`config.mk`:
```
export PLATFORM = sky130hd
export DESIGN_NAME = pixel_contrast_color_adjust_top
export DESIGN_NICKNAME = d
export VERILOG_FILES = /design/src/sv/pcca_pkg.sv /design/src/sv/pixel_contrast_color_adjust_top.sv
export SDC_FILE = /design/constraint.sdc
export NUM_CORES = 2
export LEC_CHECK = 0
export ABC_AREA = 0
export BUFFER_PORTS_ARGS = -buffer_cell sky130_fd_sc_hd__buf_2
export CAP_MARGIN = 20
export CORE_UTILIZATION = 35
export DETAILED_ROUTE_END_ITERATION = 7
export GPL_TIMING_DRIVEN = 1
export PLACE_DENSITY = 0.53
export SLEW_MARGIN = 15
export SYNTH_ARGS = -nofsm -noshare
export SYNTH_HDL_FRONTEND = slang
export SYNTH_SLANG_ARGS = --single-unit
```
`constraint.sdc`:
```
create_clock -name clk_i -period 17.65 [get_ports clk_i]
set_clock_uncertainty 0.2 [all_clocks]
set_input_delay 5.295 -clock clk_i [delete_from_list [all_inputs] [get_ports clk_i]]
set_output_delay 5.295 -clock clk_i [all_outputs]
set_load 0.03 [all_outputs]
```
`src/sv/pcca_pkg.sv`:
```
// Shared constants for the pixel contrast / color adjust block.
// Field widths, configuration register indexes and the coordinate limit.
// No dependencies.
package pcca_pkg;

  localparam int CHAN_W     = 8;
  localparam int COORD_W    = 12;
  localparam int CONTRAST_W = 12;
  localparam int SHIFT_W    = 13;
  localparam int CFG_IDX_W  = 3;
  localparam int CFG_DATA_W = 13;

  // pixels at or beyond this row / column are never processed
  localparam int COORD_LIMIT = 4096;

  localparam logic [CFG_IDX_W-1:0] REG_CONTRAST      = 3'd0;
  localparam logic [CFG_IDX_W-1:0] REG_RED_SHIFT     = 3'd1;
  localparam logic [CFG_IDX_W-1:0] REG_GREEN_SHIFT   = 3'd2;
  localparam logic [CFG_IDX_W-1:0] REG_BLUE_SHIFT    = 3'd3;
  localparam logic [CFG_IDX_W-1:0] REG_REGION_LEFT   = 3'd4;
  localparam logic [CFG_IDX_W-1:0] REG_REGION_RIGHT  = 3'd5;
  localparam logic [CFG_IDX_W-1:0] REG_REGION_TOP    = 3'd6;
  localparam logic [CFG_IDX_W-1:0] REG_REGION_BOTTOM = 3'd7;

endpackage

```
`src/sv/pixel_contrast_color_adjust_top.sv`:
```
// Brightness / contrast adjustment of ARGB pixels inside a rectangular region.
// Three-stage pixel pipeline plus a bit-serial slope divider for configuration.
// Depends on pcca_pkg.
//
//   channel   handshake                     payload
//   -------   ---------------------------   -----------------------------------------
//   cfg       cfg_we_i (no wait)            cfg_idx_i, cfg_wdata_i
//   in        in_valid_i / in_stall_o       in_red/green/blue/alpha_i, pix_row/col_i
//   out       out_valid_o / out_stall_i     out_red/green/blue/alpha_o
//
// One pixel per cycle unless the output stalls or coefficients are recomputed; the
// stages are region check, multiply, add and clamp; the output register is the third.
// A contrast write holds off requests while the slope is loaded, divided out one
// quotient bit per cycle and the offsets recomputed; a shift write holds them off
// while the per-channel offsets are recomputed.
// Reset leaves the identity setting (slope 1.0, zero offsets) and an empty region.
// A stalled output stage backs up the pipeline one stage at a time; bubbles close up.
module pixel_contrast_color_adjust_top
  import pcca_pkg::*;
#(
  parameter int FRAC_BITS = 10
) (
  input  logic                  clk_i,
  input  logic                  rst_ni,
  input  logic                  cfg_we_i,
  input  logic [CFG_IDX_W-1:0]  cfg_idx_i,
  input  logic [CFG_DATA_W-1:0] cfg_wdata_i,
  input  logic                  in_valid_i,
  output logic                  in_stall_o,
  input  logic [CHAN_W-1:0]     in_red_i,
  input  logic [CHAN_W-1:0]     in_green_i,
  input  logic [CHAN_W-1:0]     in_blue_i,
  input  logic [CHAN_W-1:0]     in_alpha_i,
  input  logic [COORD_W-1:0]    pix_row_i,
  input  logic [COORD_W-1:0]    pix_col_i,
  output logic                  out_valid_o,
  input  logic                  out_stall_i,
  output logic [CHAN_W-1:0]     out_red_o,
  output logic [CHAN_W-1:0]     out_green_o,
  output logic [CHAN_W-1:0]     out_blue_o,
  output logic [CHAN_W-1:0]     out_alpha_o
);

  localparam int RW    = FRAC_BITS + 8;   // slope, divisor, remainder
  localparam int QW    = FRAC_BITS + 8;   // quotient bits
  localparam int CNT_W = $clog2(QW);
  localparam int EW    = FRAC_BITS + 9;   // signed contrast math
  localparam int NUMW  = (FRAC_BITS + 16 > 22) ? FRAC_BITS + 16 : 22;
  localparam int ADDW  = NUMW - FRAC_BITS;
  localparam int VW    = ADDW + 1;
  localparam int PW    = RW + CHAN_W;

  localparam logic signed [EW-1:0] ONE_E     = EW'(1) << FRAC_BITS;
  localparam logic signed [EW-1:0] ONE128_E  = EW'(1) << (FRAC_BITS + 7);
  localparam logic [RW-1:0]        ONE_R     = RW'(1) << FRAC_BITS;
  localparam logic [RW-1:0]        REM_INIT  = RW'(1) << (FRAC_BITS - 1);
  localparam logic [CNT_W-1:0]     CNT_LAST  = CNT_W'(QW - 1);
  localparam logic [VW-1:0]        CHAN_MAX  = VW'(255);

  localparam logic [1:0] ST_IDLE = 2'd0;
  localparam logic [1:0] ST_LOAD = 2'd1;
  localparam logic [1:0] ST_DIV  = 2'd2;
  localparam logic [1:0] ST_ADD  = 2'd3;

  // integer offset: trunc toward zero of ((ONE - slope)*128 + shift*255) / ONE
  function automatic logic signed [ADDW-1:0] calc_add(input logic [RW-1:0] sl,
                                                       input logic signed [SHIFT_W-1:0] sh);
    logic signed [NUMW-1:0] one_n;
    logic signed [NUMW-1:0] sx;
    logic signed [NUMW-1:0] sum;
    one_n = NUMW'(1) << FRAC_BITS;
    sx    = NUMW'(sh);
    sum   = ((one_n - NUMW'(sl)) <<< 7) + ((sx <<< 8) - sx);
    if (sum < 0) begin
      sum = sum + (one_n - NUMW'(1));
    end
    return sum[NUMW-1:FRAC_BITS];
  endfunction

  // ---------------------------------------------------------------- config
  logic signed [CONTRAST_W-1:0] contrast_q;
  logic signed [SHIFT_W-1:0]    red_shift_q, green_shift_q, blue_shift_q;
  logic [COORD_W-1:0]           left_q, right_q, top_q, bottom_q;

  always_ff @(posedge clk_i or negedge rst_ni) begin
    if (!rst_ni) begin
      contrast_q    <= '0;
      red_shift_q   <= '0;
      green_shift_q <= '0;
      blue_shift_q  <= '0;
      left_q        <= '0;
      right_q       <= '0;
      top_q         <= '0;
      bottom_q      <= '0;
    end else if (cfg_we_i) begin
      unique case (cfg_idx_i)
        REG_CONTRAST:      contrast_q    <= cfg_wdata_i[CONTRAST_W-1:0];
        REG_RED_SHIFT:     red_shift_q   <= cfg_wdata_i[SHIFT_W-1:0];
        REG_GREEN_SHIFT:   green_shift_q <= cfg_wdata_i[SHIFT_W-1:0];
        REG_BLUE_SHIFT:    blue_shift_q  <= cfg_wdata_i[SHIFT_W-1:0];
        REG_REGION_LEFT:   left_q        <= cfg_wdata_i[COORD_W-1:0];
        REG_REGION_RIGHT:  right_q       <= cfg_wdata_i[COORD_W-1:0];
        REG_REGION_TOP:    top_q         <= cfg_wdata_i[COORD_W-1:0];
        REG_REGION_BOTTOM: bottom_q      <= cfg_wdata_i[COORD_W-1:0];
        default: ;
      endcase
    end
  end

  // ------------------------------------------------- slope / offset sequencer
  logic signed [EW-1:0] kx, kc, kmul, d_e, n_e;
  logic                 k_pos;
  logic [RW-1:0]        slope_neg;

  always_comb begin
    kx = EW'(contrast_q);
    if (kx > ONE_E) begin
      kc = ONE_E;
    end else if (kx < -ONE_E) begin
      kc = -ONE_E;
    end else begin
      kc = kx;
    end
    kmul      = (kc <<< 7) - kc;
    d_e       = ONE128_E - kmul;
    n_e       = ONE128_E + kmul;
    k_pos     = !kc[EW-1];
    slope_neg = RW'(n_e[EW-1:7]);
  end

  logic [1:0]              state_q, state_d;
  logic [CNT_W-1:0]        cnt_q, cnt_d;
  logic [RW-1:0]           rem_q, rem_d, dvs_q, dvs_d;
  logic [QW-1:0]           quo_q, quo_d;
  logic [RW-1:0]           slope_q, slope_d;
  logic signed [ADDW-1:0]  add_r_q, add_g_q, add_b_q;
  logic signed [ADDW-1:0]  add_r_d, add_g_d, add_b_d;
  logic [RW:0]             trial, trial_sub;
  logic                    trial_ge;
  logic                    wr_contrast, wr_shift;

  assign wr_contrast = cfg_we_i && (cfg_idx_i == REG_CONTRAST);
  assign wr_shift    = cfg_we_i && ((cfg_idx_i == REG_RED_SHIFT) ||
                                    (cfg_idx_i == REG_GREEN_SHIFT) ||
                                    (cfg_idx_i == REG_BLUE_SHIFT));

  assign trial     = {rem_q, 1'b0};
  assign trial_sub = trial - {1'b0, dvs_q};
  assign trial_ge  = trial >= {1'b0, dvs_q};

  always_comb begin
    state_d = state_q;
    cnt_d   = cnt_q;
    rem_d   = rem_q;
    dvs_d   = dvs_q;
    quo_d   = quo_q;
    slope_d = slope_q;
    add_r_d = add_r_q;
    add_g_d = add_g_q;
    add_b_d = add_b_q;
    unique case (state_q)
      ST_LOAD: begin
        dvs_d   = d_e[RW-1:0];
        rem_d   = REM_INIT;
        quo_d   = '0;
        cnt_d   = '0;
        state_d = ST_DIV;
      end
      ST_DIV: begin
        rem_d = trial_ge ? trial_sub[RW-1:0] : trial[RW-1:0];
        quo_d = {quo_q[QW-2:0], trial_ge};
        cnt_d = cnt_q + CNT_W'(1);
        if (cnt_q == CNT_LAST) begin
          slope_d = k_pos ? quo_d : slope_neg;
          state_d = ST_ADD;
        end
      end
      ST_ADD: begin
        add_r_d = calc_add(slope_q, red_shift_q);
        add_g_d = calc_add(slope_q, green_shift_q);
        add_b_d = calc_add(slope_q, blue_shift_q);
        state_d = ST_IDLE;
      end
      default: ;
    endcase
    // a new write restarts whatever part of the sequence it affects
    priority if (wr_contrast) begin
      state_d = ST_LOAD;
    end else if (wr_shift && (state_q == ST_IDLE || state_q == ST_ADD)) begin
      state_d = ST_ADD;
    end else begin
      state_d = state_d;
    end
  end

  always_ff @(posedge clk_i or negedge rst_ni) begin
    if (!rst_ni) begin
      state_q <= ST_IDLE;
      cnt_q   <= '0;
      slope_q <= ONE_R;
      add_r_q <= '0;
      add_g_q <= '0;
      add_b_q <= '0;
    end else begin
      state_q <= state_d;
      cnt_q   <= cnt_d;
      slope_q <= slope_d;
      add_r_q <= add_r_d;
      add_g_q <= add_g_d;
      add_b_q <= add_b_d;
    end
  end

  always_ff @(posedge clk_i) begin
    rem_q <= rem_d;
    dvs_q <= dvs_d;
    quo_q <= quo_d;
  end

  // ---------------------------------------------------------------- pipeline
  logic v1_q, v2_q, v3_q;
  logic en1, en2, en3, in_acc, in_region;

  assign en3        = !v3_q || !out_stall_i;
  assign en2        = !v2_q || en3;
  assign en1        = !v1_q || en2;
  assign in_stall_o = (state_q != ST_IDLE) || !en1;
  assign in_acc     = in_valid_i && !in_stall_o;

  assign in_region = (32'(pix_row_i) < COORD_LIMIT) && (32'(pix_col_i) < COORD_LIMIT) &&
                     (pix_row_i >= top_q) && (pix_row_i < bottom_q) &&
                     (pix_col_i >= left_q) && (pix_col_i < right_q);

  // stage 1: region check
  logic [CHAN_W-1:0] r1_q, g1_q, b1_q, a1_q;
  logic              in1_q;
  // stage 2: slope products
  logic [CHAN_W-1:0] r2_q, g2_q, b2_q, a2_q;
  logic              in2_q;
  logic [PW-1:0]     pr2_q, pg2_q, pb2_q;
  // stage 3: output register
  logic [CHAN_W-1:0] r3_q, g3_q, b3_q, a3_q;

  always_ff @(posedge clk_i or negedge rst_ni) begin
    if (!rst_ni) begin
      v1_q <= 1'b0;
      v2_q <= 1'b0;
      v3_q <= 1'b0;
    end else begin
      if (en1) v1_q <= in_acc;
      if (en2) v2_q <= v1_q;
      if (en3) v3_q <= v2_q;
    end
  end

  function automatic logic [CHAN_W-1:0] finish(input logic [PW-1:0] prod,
                                               input logic signed [ADDW-1:0] ofs);
    logic signed [VW-1:0] v;
    v = signed'(VW'(prod[PW-1:FRAC_BITS])) + VW'(ofs);
    if (v < 0) begin
      return '0;
    end else if (v > signed'(CHAN_MAX)) begin
      return '1;
    end
    return v[CHAN_W-1:0];
  endfunction

  always_ff @(posedge clk_i) begin
    if (en1) begin
      r1_q  <= in_red_i;
      g1_q  <= in_green_i;
      b1_q  <= in_blue_i;
      a1_q  <= in_alpha_i;
      in1_q <= in_region;
    end
    if (en2) begin
      r2_q  <= r1_q;
      g2_q  <= g1_q;
      b2_q  <= b1_q;
      a2_q  <= a1_q;
      in2_q <= in1_q;
      pr2_q <= PW'(slope_q) * PW'(r1_q);
      pg2_q <= PW'(slope_q) * PW'(g1_q);
      pb2_q <= PW'(slope_q) * PW'(b1_q);
    end
    if (en3) begin
      r3_q <= in2_q ? finish(pr2_q, add_r_q) : r2_q;
      g3_q <= in2_q ? finish(pg2_q, add_g_q) : g2_q;
      b3_q <= in2_q ? finish(pb2_q, add_b_q) : b2_q;
      a3_q <= a2_q;
    end
  end

  assign out_valid_o = v3_q;
  assign out_red_o   = r3_q;
  assign out_green_o = g3_q;
  assign out_blue_o  = b3_q;
  assign out_alpha_o = a3_q;

endmodule

```
# == Word-level counts from Yosys, hierarchy flattened ==
# Cells that the tools add are included.
# op_classes
n_addsub,18
eq_ne,12
n_reduce_logical,35
n_lt_le_gt_ge,16
bitwise_logic,0
mul,3
n_shift,0
mux,35
div,0
# ops
op,n
8-bit two-way mux,12
"26-bit by 11-bit adder with 26-bit output, second input constant",3
26-bit adder,3
"26-bit by 1-bit less-than comparator with 1-bit output, second input constant",3
18-bit by 8-bit multiplier with 26-bit output,3
26-bit two-way mux,3
21-bit by 13-bit subtractor with 22-bit output,3
17-bit by 16-bit adder with 17-bit output,3
"17-bit by 9-bit > comparator with 1-bit output, second input constant",3
"17-bit by 1-bit less-than comparator with 1-bit output, second input constant",3
19-bit two-way mux,2
18-bit two-way mux,2
18-bit case mux with 2 select lines,1
17-bit case mux with 2 select lines,1
12-bit >= comparator,2
12-bit less-than comparator,2
2-bit AND reduction,10
"19-bit adder, first input constant",1
19-bit by 18-bit >= comparator with 1-bit output,1
"11-bit by 18-bit subtractor with 19-bit output, first input constant",1
19-bit subtractor,1
18-bit subtractor,1
"18-bit subtractor, first input constant",1
"3-bit == test, second input constant",4
20 further kinds,50
# totals
latchBits,0
wordCells,156
ramBits,0
out_inout_bits,34
regBits,404
memories,0
rom_bits,0

# == Logic depth before layout (Yosys ltp) ==
# logic_depth
word_depth,8
depth_mapped,24

# == Worst setup path before layout ==
# OpenSTA, ideal clock, no wires.
# synth_path
path_kind,input to output
from,input out_stall_i
to,output in_stall_o
arrival_ps,6957
path_stages,2
setup_slack_ps,5198
required_ps,12155
path_cell_list,nand4_1 nand2_1
# synth_via
elab_chain_len,6
# synth_lines
element,line,rtl
from (decl),pixel_contrast_color_adjust_top.sv:37,"input logic out_stall_i,"
1-bit logical NOT,pixel_contrast_color_adjust_top.sv:224,assign en3 = !v3_q || !out_stall_i;
1-bit logical OR,pixel_contrast_color_adjust_top.sv:224,
1-bit logical OR,pixel_contrast_color_adjust_top.sv:225,assign en2 = !v2_q || en3;
1-bit logical OR,pixel_contrast_color_adjust_top.sv:226,assign en1 = !v1_q || en2;
1-bit logical NOT,pixel_contrast_color_adjust_top.sv:227,assign in_stall_o = (state_q != ST_IDLE) || !en1;
1-bit logical OR,pixel_contrast_color_adjust_top.sv:227,
to (decl),pixel_contrast_color_adjust_top.sv:29,"output logic in_stall_o,"
# No other way between the ends.

# == Worst setup path in the final report ==
# Ends and elaborated chain as after synthesis.

==> metrics.log <==
[metrics] largest area contributor in the synthesized netlist: edfxtp_1
[metrics] number of buffers added to fix hold violations after cts: 0
[metrics] Setup crit start kind: input pin
[metrics] Post-Route Setup TNS: 0 ns
[metrics] count of state elements after synthesis: 374
[metrics] Max Freq: 84.6 MHz
[metrics] list of cells traversed by the critical path: buf_2 -> nand4_1 -> buf_4 -> nand2_1 -> buf_2
[metrics] final critical-path required period: 11.82 ns
[metrics] antenna viol nets, final: 0
[metrics] final weighted congestion of routability-driven global placement: 0.835
[metrics] average wire per standard cell: 17.7 µm
[metrics] P&R area growth vs syn: 10.2%
[metrics] die outline width: 326 µm
[metrics] worst path arrival time: 6.33 ns
[metrics] cell area after technology mapping: 36,700 µm²
[metrics] slew at the pin closest to its max-slew limit: 1.19 ns
[metrics] share of synthesized area occupied by flip-flops and latches: 28.2%
[metrics] worst hold stages: 0
[metrics] number of enable-type register cells in the synthesized netlist: 199
[metrics] cell row count: 118
[metrics] Die ar.: 106,000 µm²
[metrics] leakage dissipation: 0.0183 µW
[metrics] CTS clock-pin slew for the worst setup and hold paths: 0.06 ns
[metrics] Gate Count Post-Synth: 3,859
[metrics] number of antenna violations at the first check in global routing: 2
[metrics] most common library cells after synthesis: inv_1 (435), nand2_1 (401), ha_1 (357)
[metrics] family of cells with the greatest summed delay on the critical path: buffers and inverters
[metrics] Warnings, synthesis: 0
[metrics] Net count, final: 4,643
[metrics] TritonCTS Buffers: 49
[metrics] first-pass iteration count of the detailed router: 5
[metrics] path class of the lowest-slack min-delay path: reg2reg
[metrics] required time of the critical path: 12.15 ns
[metrics] most frequently used cell type in the post-synthesis netlist: inv_1
[metrics] area share of the largest cell type after synthesis: 16.3%
[metrics] sum of net half-perimeters after detailed placement: 70,100 µm
[metrics] peak per-stage delay on the critical path: 0.53 ns
[metrics] Resize count post-CTS: 0
[metrics] total setup violations reported at the end of the flow: 0
[metrics] kind of end point of the critical path: output port
[metrics] Overall Global Routing Usage: 18.0%
[metrics] fraction of layout instances using a drive strength above 1: 9.30%
[metrics] DR iter-0 viols: 1,435
[metrics] kind of critical path: in2out
[metrics] nets in the synthesized netlist: 4,585
[metrics] later-pin clock latency in the skew report: 0.64 ns
[metrics] most instantiated flip-flop cell in the synthesis netlist: edfxtp_1
[metrics] starting density of the core: 35.4%
[metrics] port buffer count: 110
[metrics] total number of cells along the worst setup path: 5
[metrics] CTS tree: built
[metrics] max-cap check violation count: 0
[metrics] Max-Slew Margin vs Limit: 20.1%
[metrics] sum of buffers and inverters on the critical path: 3
[metrics] Routed WL: 94,600 µm
[metrics] vias per std cell: 5.10
[metrics] Floorplan Core Area: 104,000 µm²
[metrics] pin count of the biggest net entering global routing: 90
[metrics] average size of a mapped cell: 9.52 µm²
[metrics] Worst Path Max Fanout: 35
[metrics] RSZ-0062 raised after global routing: no
[metrics] async set or reset register ratio after synthesis: 46.8%
[metrics] R2R depth: 20
[metrics] number of pins exceeding their max-slew limit in the final report: 0
[metrics] post-route fraction of the period consumed by the critical path: 67.0%
[metrics] number of distinct library cell variants in the gate-level netlist after synthesis: 94
[metrics] leading cell types by total area after synthesis: edfxtp_1 (16%), fa_1 (16%), ha_1 (12%), dfrtp_1 (12%), inv_1 (4.4%)
[metrics] GRT overflow: 0
[metrics] count of clock tree sinks: 374
[metrics] number of buffers on the longest clock path: 3
[metrics] number of remaining DRC errors: 0
[metrics] worst supply voltage drop on vdd: 0.000105 V
[metrics] Post-CTS Setup Bufs: 0
[metrics] most used cell, CP: buf_2
[metrics] Pwr Density: 119 nW/µm²
[metrics] Finished Core Util: 39.0%
[metrics] via count: 27,200
[metrics] Die Ht: 326 µm
[metrics] number of top-level design ports: 111
[metrics] number of levels the H-tree was split into: 2
[metrics] final hold vios: 0
[metrics] wire length of the first global-routing pass: 153,000 µm
[metrics] cell at the root of the clock tree: clkbuf_16
[metrics] run status: completed
[metrics] vias in the first global route: 27,900
[metrics] filler cell count in the final layout: 10,300
[metrics] Crit-path slowest cell: buf_4
worst register-to-register path: stages (launching register included):
cell and delay [ns]:
dfrtp_1 0.79, buf_4 0.40, nand2_1 0.14, fa_1 0.53, fa_1 0.54, inv_1 0.05
fa_1 0.49, inv_1 0.05, fa_1 0.47, inv_1 0.04, ha_1 0.18, a2111oi_0 0.34
o21ai_0 0.20, a31o_2 0.31, and2_1 0.21, o311a_1 0.36, o221a_2 0.30, o41ai_1 0.58
o2111ai_1 0.29, a21oi_1 0.23, xnor2_1 0.08
where the power goes:
group,switching [µW],total [µW],internal (µW),leakage (µW)
sequential,176,1380,1210,0.00424
clock,428,1040,611,0.000808
combinational,1430,2410,982,0.0132
total,2030,4830,2800,0.0183
cells in the final DEF, fill, tap and decap left out, types with 9 or more instances in the layout:
master	synthesis	final
xnor2_1	151	151
nor2_1	241	241
nor3_1	70	70
nand3_1	47	46
and3_1	21	21
a21o_1	68	68
nand2_1	401	400
inv_1	435	435
a31o_2	9	9
or4_1	12	12
or3_1	19	19
and2_1	214	214
o21bai_1	17	17
ha_1	357	355
clkbuf_8	0	9
clkbuf_16	0	49
dfrtp_1	174	174
xor2_1	90	90
nand3b_1	9	9
o221a_2	9	9
o31ai_1	11	11
nand4_1	32	32
nand2b_1	29	29
mux2i_1	27	27
a211oi_1	32	32
nand4b_1	11	11
a31oi_1	20	20
o21ai_0	153	153
mux2_2	81	81
buf_2	3	109
or2_2	13	13
o21a_1	51	51
nor2b_1	47	47
buf_4	0	40
o211ai_1	17	17
fa_1	292	292
a21oi_1	182	182
nor4_1	20	20
edfxtp_1	199	199
layer usage:
metal | vias up | part of all wire, % | global-route usage (%)
li1 | 13300 | - | -
met1 | 13400 | 48 | 24.9
met2 | 472 | 46 | 29.7
met3 | 128 | 3.6 | 1.95
met4 | 0 | 2.8 | 5.14
met5 | - | 0 | 0
area by class of cell:
type / instances / area (µm²) / area share [%]
Multi-Input combinational cell: 2906 / 24200 / 59.9
Sequential cell: 374 / 10400 / 25.6
Tap cell: 1380 / 1730 / 4.26
Inverter: 436 / 1640 / 4.04
Clock buffer: 63 / 1370 / 3.38
Timing Repair Buffer: 150 / 857 / 2.12
Clock inverter: 26 / 307 / 0.757
Antenna cell: 4 / 10.0 / 0.0247
sequential cells by signal (all words and copies together) (netlist names), 17 cells and up:
name	count
rem_q	18
slope_q	18
dvs_q	18
quo_q	17
per-stage QoR:
step | instance area [µm²] | setup slack (ns) | std cells | hold WS, ns | total power (µW)
final | 40500 | 5.83 | 5339 | 0.219 | 4830
after detailed placement | 38800 | 5.78 | 5245 | 0.207 | 3800
after CTS | 40500 | 5.77 | 5334 | 0.221 | 4880
after floorplan | 36700 | 5.20 | 3859 | 0.200 | 3210
after global placement | 38800 | 5.76 | 5245 | 0.202 | 3790
after global routing | 40500 | 5.73 | 5335 | 0.233 | 5210
logic make-up after synthesis:
logic type	count (synthesis)	share of synthesized area [%]
fa+ha+maj	649	28.1
mux	108	3.22
compound gates	685	12.3
simple gates	1221	16.4
flops	374	28.2
buf+inv	579	5.93
xor+xnor	243	5.87
worst paths after layout:
| check | startpoint | endpoint | slack [ns] |
|---|---|---|---|
| max | out_stall_i | in_stall_o | 5.83 |
| min | a2_q[1] | out_alpha_o[1] | 0.22 |
| max reg2reg | slope_q[5] | pr2_q[25] | 10.64 |
| min reg2reg | a2_q[1] | out_alpha_o[1] | 0.22 |
| max in group asynchronous | rst_ni | add_b_q[1] | 10.71 |
| min in group asynchronous | rst_ni | bottom_q[5] | 4.37 |
No activity file was read; power rests on OpenSTA's default activity.
